**src/rtl/core/vcpc_pkg.sv**
```systemverilog
package vcpc_pkg;

   localparam int unsigned VID_W   = 20;
   localparam int unsigned VALUE_W = 32;
   localparam int unsigned OFS_W   = 20;
   localparam int unsigned CNT_W   = 7;

   localparam logic [CNT_W-1:0] CNT_MAX = {CNT_W{1'b1}};

   typedef enum logic [1:0] {
      KIND_REGULAR = 2'd0,
      KIND_MINIMUM = 2'd1,
      KIND_SADDLE  = 2'd2,
      KIND_MAXIMUM = 2'd3
   } kind_type;

   typedef struct packed {
      logic [VID_W-1:0]          vertex_id;
      logic signed [VALUE_W-1:0] centre_value;
      logic [OFS_W-1:0]          centre_offset;
      logic signed [VALUE_W-1:0] neighbour_value;
      logic [OFS_W-1:0]          neighbour_offset;
      logic                      on_boundary;
      logic                      first_neighbour;
      logic                      last_neighbour;
   } req_type;

   typedef struct packed {
      logic [VID_W-1:0] vertex_index;
      kind_type         vertex_kind;
      logic [CNT_W-1:0] saddle_multiplicity;
      logic [CNT_W-1:0] sign_changes;
   } rsp_type;

   // One neighbour after comparison with the centre.
   typedef struct packed {
      logic [VID_W-1:0] vertex_id;
      logic             is_lower;
      logic             is_upper;
      logic             on_boundary;
      logic             first_neighbour;
      logic             last_neighbour;
   } cls_type;

endpackage

```
**src/rtl/core/vcpc_front.sv**
```systemverilog
module vcpc_front (
   input  vcpc_pkg::req_type req_data,
   output vcpc_pkg::cls_type cls
);

   logic nb_below;
   logic nb_above;

   // Value decides first, offset breaks ties.
   always_comb begin
      nb_below = (req_data.neighbour_value < req_data.centre_value) ||
                 ((req_data.neighbour_value == req_data.centre_value) &&
                  (req_data.neighbour_offset < req_data.centre_offset));
      nb_above = (req_data.centre_value < req_data.neighbour_value) ||
                 ((req_data.neighbour_value == req_data.centre_value) &&
                  (req_data.centre_offset < req_data.neighbour_offset));
   end

   assign cls.vertex_id       = req_data.vertex_id;
   assign cls.is_lower        = nb_below;
   assign cls.is_upper        = nb_above;
   assign cls.on_boundary     = req_data.on_boundary;
   assign cls.first_neighbour = req_data.first_neighbour;
   assign cls.last_neighbour  = req_data.last_neighbour;

endmodule

```
**src/rtl/core/vcpc_queue.sv**
```systemverilog
module vcpc_queue #(
   parameter int unsigned DEPTH = 4
) (
   input  logic              clock,
   input  logic              reset,
   input  logic              push,
   input  vcpc_pkg::cls_type push_data,
   output logic              full,
   input  logic              pop,
   output logic              not_empty,
   output vcpc_pkg::cls_type pop_data
);

   localparam int unsigned PTR_W = (DEPTH > 1) ? $clog2(DEPTH) : 1;
   localparam int unsigned CNT_W = $clog2(DEPTH + 1);
   localparam logic [PTR_W-1:0] PTR_LAST  = PTR_W'(DEPTH - 1);
   localparam logic [CNT_W-1:0] CNT_DEPTH = CNT_W'(DEPTH);

   vcpc_pkg::cls_type entry_ff [DEPTH];

   logic [PTR_W-1:0] wr_ptr_ff, wr_ptr_in;
   logic [PTR_W-1:0] rd_ptr_ff, rd_ptr_in;
   logic [CNT_W-1:0] count_ff, count_in;
   logic             do_push;
   logic             do_pop;

   assign full      = (count_ff == CNT_DEPTH);
   assign not_empty = (count_ff != '0);
   assign do_push   = push && !full;
   assign do_pop    = pop && not_empty;
   assign pop_data  = entry_ff[rd_ptr_ff];

   always_comb begin
      wr_ptr_in = wr_ptr_ff;
      rd_ptr_in = rd_ptr_ff;
      count_in  = count_ff;
      if (do_push) begin
         wr_ptr_in = (wr_ptr_ff == PTR_LAST) ? '0 : wr_ptr_ff + 1'b1;
      end
      if (do_pop) begin
         rd_ptr_in = (rd_ptr_ff == PTR_LAST) ? '0 : rd_ptr_ff + 1'b1;
      end
      if (do_push && !do_pop) begin
         count_in = count_ff + 1'b1;
      end else if (do_pop && !do_push) begin
         count_in = count_ff - 1'b1;
      end
   end

   always_ff @(posedge clock) begin
      if (reset) begin
         wr_ptr_ff <= '0;
         rd_ptr_ff <= '0;
         count_ff  <= '0;
      end else begin
         wr_ptr_ff <= wr_ptr_in;
         rd_ptr_ff <= rd_ptr_in;
         count_ff  <= count_in;
      end
   end

   always_ff @(posedge clock) begin
      if (do_push) begin
         entry_ff[wr_ptr_ff] <= push_data;
      end
   end

endmodule

```
**src/rtl/core/vcpc_back.sv**
```systemverilog
module vcpc_back (
   input  logic              clock,
   input  logic              reset,
   input  logic              cls_valid,
   input  vcpc_pkg::cls_type cls,
   output logic              cls_pop,
   output logic              rsp_valid,
   input  logic              rsp_stall,
   output vcpc_pkg::rsp_type rsp_data
);

   localparam int unsigned CW = vcpc_pkg::CNT_W;

   logic          no_lower_ff, no_lower_in;
   logic          no_higher_ff, no_higher_in;
   logic          prev_lower_ff, prev_lower_in;
   logic          first_lower_ff, first_lower_in;
   logic [CW-1:0] count_ff, count_in;
   logic          rsp_valid_ff, rsp_valid_in;
   vcpc_pkg::rsp_type rsp_ff, rsp_in;

   logic          base_no_lower;
   logic          base_no_higher;
   logic          base_prev_lower;
   logic          base_first_lower;
   logic [CW-1:0] base_count;
   logic          nx_no_lower;
   logic          nx_no_higher;
   logic          nx_prev_lower;
   logic          nx_first_lower;
   logic [1:0]    bump;
   logic [CW:0]   count_sum;
   logic [CW-1:0] nx_count;
   logic [CW-1:0] half_count;
   vcpc_pkg::kind_type kind;
   logic [CW-1:0] mult;
   logic          out_free;

   // A non-last neighbour never waits on the result side.
   assign out_free = !rsp_valid_ff || !rsp_stall;
   assign cls_pop  = cls_valid && (!cls.last_neighbour || out_free);

   always_comb begin
      base_no_lower    = cls.first_neighbour ? 1'b1 : no_lower_ff;
      base_no_higher   = cls.first_neighbour ? 1'b1 : no_higher_ff;
      base_prev_lower  = cls.first_neighbour ? 1'b0 : prev_lower_ff;
      base_first_lower = cls.first_neighbour ? 1'b0 : first_lower_ff;
      base_count       = cls.first_neighbour ? '0 : count_ff;

      nx_no_lower    = base_no_lower;
      nx_no_higher   = base_no_higher;
      nx_prev_lower  = base_prev_lower;
      nx_first_lower = base_first_lower;
      bump           = 2'd0;

      if (cls.is_upper) begin
         nx_no_higher   = 1'b0;
         nx_first_lower = cls.first_neighbour ? 1'b0 : base_first_lower;
         nx_prev_lower  = 1'b0;
         bump = 2'(!cls.first_neighbour && base_prev_lower) +
                2'(cls.last_neighbour && nx_first_lower && !cls.on_boundary);
      end else if (cls.is_lower) begin
         nx_no_lower    = 1'b0;
         nx_first_lower = cls.first_neighbour ? 1'b1 : base_first_lower;
         nx_prev_lower  = 1'b1;
         bump = 2'(!cls.first_neighbour && !base_prev_lower) +
                2'(cls.last_neighbour && !nx_first_lower && !cls.on_boundary);
      end

      // Saturate the change counter.
      count_sum = {1'b0, base_count} + (CW+1)'(bump);
      nx_count  = count_sum[CW] ? vcpc_pkg::CNT_MAX : count_sum[CW-1:0];
   end

   always_comb begin
      half_count = nx_count >> 1;
      mult       = '0;
      if (nx_no_lower) begin
         kind = vcpc_pkg::KIND_MINIMUM;
      end else if (nx_no_higher) begin
         kind = vcpc_pkg::KIND_MAXIMUM;
      end else if (cls.on_boundary && nx_count == CW'(1)) begin
         kind = vcpc_pkg::KIND_REGULAR;
      end else if (!cls.on_boundary && nx_count == CW'(2)) begin
         kind = vcpc_pkg::KIND_REGULAR;
      end else begin
         kind = vcpc_pkg::KIND_SADDLE;
         if (cls.on_boundary) begin
            mult = (nx_count != '0) ? nx_count - 1'b1 : '0;
         end else begin
            mult = (half_count != '0) ? half_count - 1'b1 : '0;
         end
      end
   end

   always_comb begin
      no_lower_in    = no_lower_ff;
      no_higher_in   = no_higher_ff;
      prev_lower_in  = prev_lower_ff;
      first_lower_in = first_lower_ff;
      count_in       = count_ff;
      rsp_valid_in   = rsp_valid_ff && rsp_stall;
      rsp_in         = rsp_ff;
      if (cls_pop) begin
         if (cls.last_neighbour) begin
            // Close the ring and drop back to the empty state.
            no_lower_in    = 1'b1;
            no_higher_in   = 1'b1;
            prev_lower_in  = 1'b0;
            first_lower_in = 1'b0;
            count_in       = '0;
            rsp_valid_in   = 1'b1;
            rsp_in.vertex_index        = cls.vertex_id;
            rsp_in.vertex_kind         = kind;
            rsp_in.saddle_multiplicity = mult;
            rsp_in.sign_changes        = nx_count;
         end else begin
            no_lower_in    = nx_no_lower;
            no_higher_in   = nx_no_higher;
            prev_lower_in  = nx_prev_lower;
            first_lower_in = nx_first_lower;
            count_in       = nx_count;
         end
      end
   end

   always_ff @(posedge clock) begin
      if (reset) begin
         no_lower_ff    <= 1'b1;
         no_higher_ff   <= 1'b1;
         prev_lower_ff  <= 1'b0;
         first_lower_ff <= 1'b0;
         count_ff       <= '0;
         rsp_valid_ff   <= 1'b0;
      end else begin
         no_lower_ff    <= no_lower_in;
         no_higher_ff   <= no_higher_in;
         prev_lower_ff  <= prev_lower_in;
         first_lower_ff <= first_lower_in;
         count_ff       <= count_in;
         rsp_valid_ff   <= rsp_valid_in;
      end
   end

   always_ff @(posedge clock) begin
      rsp_ff <= rsp_in;
   end

   assign rsp_valid = rsp_valid_ff;
   assign rsp_data  = rsp_ff;

endmodule

```
**src/rtl/core/vertex_critical_point_classifier_unit.sv**
```systemverilog
// channel  | direction | signals                        | transfer when
// ---------+-----------+--------------------------------+-----------------------
// request  | in        | req_valid, req_stall, req_data | req_valid && !req_stall
// response | out       | rsp_valid, rsp_stall, rsp_data | rsp_valid && !rsp_stall
//
// One neighbour transfer per cycle while req_stall is low; the compare feeds the queue in
// the transfer cycle, and the ring accumulator takes one entry per cycle unless a
// last-neighbour entry waits on rsp_stall. The last neighbour is written into the queue
// behind any older entries, then the back stage registers the result and raises rsp_valid.
// reset is synchronous and active high; it empties the queue and clears the ring.
// req_stall rises only when the queue is full; rsp_stall holds back only
// last-neighbour entries, so earlier neighbours keep draining meanwhile.
module vertex_critical_point_classifier_unit #(
   parameter int unsigned QUEUE_DEPTH = 4
) (
   input  logic              clock,
   input  logic              reset,
   input  logic              req_valid,
   output logic              req_stall,
   input  vcpc_pkg::req_type req_data,
   output logic              rsp_valid,
   input  logic              rsp_stall,
   output vcpc_pkg::rsp_type rsp_data
);

   vcpc_pkg::cls_type front_cls;
   vcpc_pkg::cls_type queue_head;
   logic              queue_full;
   logic              queue_not_empty;
   logic              queue_pop;

   // Front: compare each neighbour against the centre.
   vcpc_front u_front (
      .req_data (req_data),
      .cls      (front_cls)
   );

   // Queue decouples the request side from the result side.
   vcpc_queue #(
      .DEPTH (QUEUE_DEPTH)
   ) u_queue (
      .clock     (clock),
      .reset     (reset),
      .push      (req_valid),
      .push_data (front_cls),
      .full      (queue_full),
      .pop       (queue_pop),
      .not_empty (queue_not_empty),
      .pop_data  (queue_head)
   );

   assign req_stall = queue_full;

   // Back: accumulate the ring and register the vertex result.
   vcpc_back u_back (
      .clock     (clock),
      .reset     (reset),
      .cls_valid (queue_not_empty),
      .cls       (queue_head),
      .cls_pop   (queue_pop),
      .rsp_valid (rsp_valid),
      .rsp_stall (rsp_stall),
      .rsp_data  (rsp_data)
   );

endmodule

```
**config.mk**
```make
export PLATFORM = sky130hd
export DESIGN_NAME = vertex_critical_point_classifier_unit
export DESIGN_NICKNAME = d
export VERILOG_FILES = /design/src/rtl/core/vcpc_pkg.sv /design/src/rtl/core/vcpc_front.sv /design/src/rtl/core/vcpc_queue.sv /design/src/rtl/core/vcpc_back.sv /design/src/rtl/core/vertex_critical_point_classifier_unit.sv
export SDC_FILE = /design/constraint.sdc
export NUM_CORES = 1
export LEC_CHECK = 0
export ABC_AREA = 1
export BUFFER_PORTS_ARGS = -buffer_cell sky130_fd_sc_hd__buf_4
export CELL_PAD_IN_SITES_DETAIL_PLACEMENT = 1
export CELL_PAD_IN_SITES_GLOBAL_PLACEMENT = 1
export CORE_MARGIN = 1.5
export CORE_UTILIZATION = 44
export CTS_BUF_LIST = sky130_fd_sc_hd__clkbuf_4 sky130_fd_sc_hd__clkbuf_8
export CTS_CLUSTER_DIAMETER = 30
export DETAILED_ROUTE_END_ITERATION = 10
export PLACE_DENSITY = 0.9
export SYNTH_ARGS = -nofsm -noshare
export SYNTH_HDL_FRONTEND = slang
export SYNTH_SLANG_ARGS = --single-unit
```
**constraint.sdc**
```tcl
create_clock -name clock -period 4.9 [get_ports clock]
set_input_delay 0.735 -clock clock [delete_from_list [all_inputs] [get_ports clock]]
set_output_delay 0.735 -clock clock [all_outputs]
set_load 0.01 [all_outputs]
```
==> impl_metrics.yaml <==
clock_tree:
  post-cts-setup-buffers: 0
  clock_path_buffers: 2
  cts_tree: "built"
  path_clk_slew_ns: 0.10
  cts-root-buf: "clkbuf_8"
  clock_sinks: 157
  numCtsBuffers: 17
  clkLatencyLatePin_ns: 0.47
  cts_htree_levels: 4
routing:
  post_drt_via_cell_ratio: 5.39
  drt_iter0_markers: 329
  vias: 6318
  finalWirelength_mm: 22.1
  drc: 0
  first_pass_iters: 4
  post_drt_wl_per_cell_um: 18.9
  final_antenna_net_count: 0
timing:
  setup_tns_ns: 0
  fmax_mhz: 219
  setup_viol: 0
  max-slew-margin-rel_pct: 55.6
  tightest_slew_ns: 0.659
  fin_ws_ns: 0.331
  finClkSkew_ns: 0.0167
  slew_violations: 0
  period_minus_slack_ns: 4.57
  hold_viol: 0
  rsz0062_at_grt: "false"
  finalCritPeriodShare_pct: 93.2
power_and_ir_drop:
  total_power_mw: 4.71
  p_leak_nw: 4.35
  swShare_pct: 38.8
  powerDensity_mw_per_mm2: 480
  p_int_mw: 2.88
  netSwitchingPower_mw: 1.83
  p_clk_share_pct: 20.0
  ir_worst_vdd_mv: 0.243
  pwr-share-seq_pct: 41.4
  p_comb_share_pct: 38.6
setup_path:
  path_class: "reg2reg"
  crit_fanout: 50
  crit_path_frequent_cell: "inv_1"
  critPathSlowestCell: "dfxtp_1"
  worstPathRequired_ns: 5.12
  cp-end-kind: "register"
  cp-start-kind: "register"
  cp.arrival_ns: 4.79
  max_stage_delay_ns: 0.45
global_route:
  grt_pass1_vias: 7021
  grt_first_pass_wirelength_mm: 35.0
  grt_use_total_pct: 24.7
  grt_max_degree: 51
  grt.overflow.total: 0
  grt_antenna_before_repair: 0
placed_design:
  dp_slack_ns: 0.182
  hpwl_mm: 16.0
  dp.cells: 1141
  port_buffers: 168
  place_congestion: 0.797
synthesis:
  syn_area_mm2: 0.00788
  synth_fp_nets: 957
  synth_edf_count: 136
  netlist_instances: 757
  synth_cell_type_count: 44
  synth_ff_type: "edfxtp_1"
  ys_seq_elements: 157
  ys_async_sr_fraction_pct: 0
  ys_warn_count: 0
  avgSynthCellArea_um2: 10.4
  synth_seq_area_share_pct: 57.2
job:
  maxCapViolCount: 0
floorplan:
  start_util_pct: 45.3
  pin_count: 169
  rows: 48
  die_area_mm2: 0.0187
  coreArea_mm2: 0.0174
  die_h_um: 137
  die_x_um: 137
finish:
  drive_gt1_share_pct: 25.3
  fillers: 1933
  syn2layout_area_growth_pct: 24.6
  num_antenna_cells: 0
  nets: 1135
  fin_util_pct: 56.4
  final_cells: 1172
hold_path:
  worstHoldPathType: "in2reg"
run_status:
  status: "completed"
synth_stat cells, types with 2 or more instances:
cell | instances | share of area, %
a211oi_1 | 3 | 0.29
nor2_4 | 2 | 0.29
clkbuf_1 | 13 | 0.62
edfxtp_1 | 136 | 52
nand2_2 | 6 | 0.48
dfxtp_1 | 21 | 5.3
nor2_2 | 2 | 0.16
o211ai_1 | 9 | 0.86
fa_1 | 2 | 0.51
o22ai_1 | 21 | 1.7
buf_2 | 3 | 0.19
o21ai_1 | 4 | 0.25
inv_1 | 108 | 5.1
o21ai_0 | 56 | 3.6
inv_2 | 6 | 0.29
a21oi_1 | 51 | 3.2
nor2_1 | 71 | 3.4
nand3b_1 | 3 | 0.29
nand2_1 | 112 | 5.3
nor3_1 | 3 | 0.19
nand4_1 | 8 | 0.64
xor2_1 | 3 | 0.33
a32o_1 | 2 | 0.25
nand3_2 | 4 | 0.51
nor4_1 | 2 | 0.16
nand3_1 | 22 | 1.4
ha_1 | 67 | 11
per-layer routing:
| metal | GRT usage, % | up-vias | share of wire, % |
|---|---|---|---|
| met5 | 0 | - | 0 |
| met4 | 11.1 | 0 | 2.8 |
| met3 | 5.52 | 50 | 5.6 |
| met2 | 46.2 | 242 | 54 |
| met1 | 26.3 | 3045 | 38 |
| li1 | - | 2981 | - |
critical path: cells and delay by family, from the launching register on:
family / cells / cell delay (ns)
simple gates: 14 / 1.74
buf+inv: 7 / 0.97
fa+ha+maj: 3 / 0.71
flops: 1 / 0.45
compound gates: 3 / 0.45
cell type report:
class                           count  area (µm²)  share of cell area (%)
Clock inverter                     13         133                    1.35
Tap cell                          225         282                    2.87
Timing Repair Buffer              176        1330                    13.6
Clock buffer                       18         241                    2.46
Sequential cell                   157        4500                    45.9
Multi-Input combinational cell    469        2890                    29.5
Inverter                          114         433                    4.41
layout by cell type (no fill, tap or decap), types with 2 or more instances in the layout:
master and count:
inv_8 2, nand3b_1 3, nand3_2 4, inv_6 5
edfxtp_1 136, inv_4 2, nor2_4 3, nand3_1 22
o22ai_1 21, o21ai_1 4, inv_1 108, nor3_1 3
inv_2 4, clkinvlp_4 3, nor2_1 66, nand2_2 6
a21oi_1 51, nor4_1 2, dfxtp_1 21, fa_1 2
buf_4 175, clkbuf_8 17, nor2_2 6, a32o_1 2
o21ai_0 56, nand2_1 112, ha_1 67, xor2_1 3
a211oi_1 3, nand4_1 8, o211ai_1 9
logic make-up after synthesis:
group / count (synthesis) / share of synthesized area (%)
simple gates: 241 / 13.6
compound gates: 156 / 11.4
buf+inv: 131 / 6.38
xor+xnor: 3 / 0.333
flops: 157 / 57.2
fa+ha+maj: 69 / 11.1
repair_timing:
item | in CTS | in global routing
endpoints found under the setup margin | 7 | 8
resized for setup | 1 | 9
cloned | 0 | 0
hold endpoints to repair | 0 | 0
hold buffers | 0 | 0
power groups by stage:
| stage | registers (mW) | clock network (mW) | logic (mW) |
|---|---|---|---|
| 6_report | 1.95 | 0.941 | 1.82 |
| 2_1_floorplan | 2.03 | 0 | 0.958 |
| 3_5_place_dp | 1.98 | 0 | 1.77 |
| 3_3_place_gp | 1.95 | 0 | 1.63 |
| 5_1_grt | 1.98 | 0.999 | 2.01 |
| 4_1_cts | 1.95 | 0.953 | 1.81 |
registers in the layout (all words and copies together), names as in the netlist, 2 cells and up, named ones only:
name,cells
u_queue.entry_ff,100
u_back.rsp_data,36
u_back.count_ff,7
u_queue.rd_ptr_ff,2
u_queue.count_ff,3
u_queue.wr_ptr_ff,2
per-stage QoR:
step	cell area (µm²)	hold slack [ns]
after floorplan	7880	0.433
after global placement	9420	0.453
after detailed placement	9420	0.458
after CTS	9800	0.445
after global routing	9820	0.448
final	9820	0.469
worst paths after layout:
kind                                         from                                 to  slack, ns  cells after the start
setup / recovery                         register   u_back.rsp_data[7]$_SDFFCE_PP0P_       0.33                     27
hold / removal                      req_data[118]  u_queue.entry_ff[3][16]$_DFFE_PP_       0.47                      1
setup reg to reg                         register   u_back.rsp_data[7]$_SDFFCE_PP0P_       0.33                     27
hold reg to reg   u_back.count_ff[0]$_SDFFE_PP0P_    u_back.count_ff[0]$_SDFFE_PP0P_       0.48                      2
(Power assumes the default switching activity.)
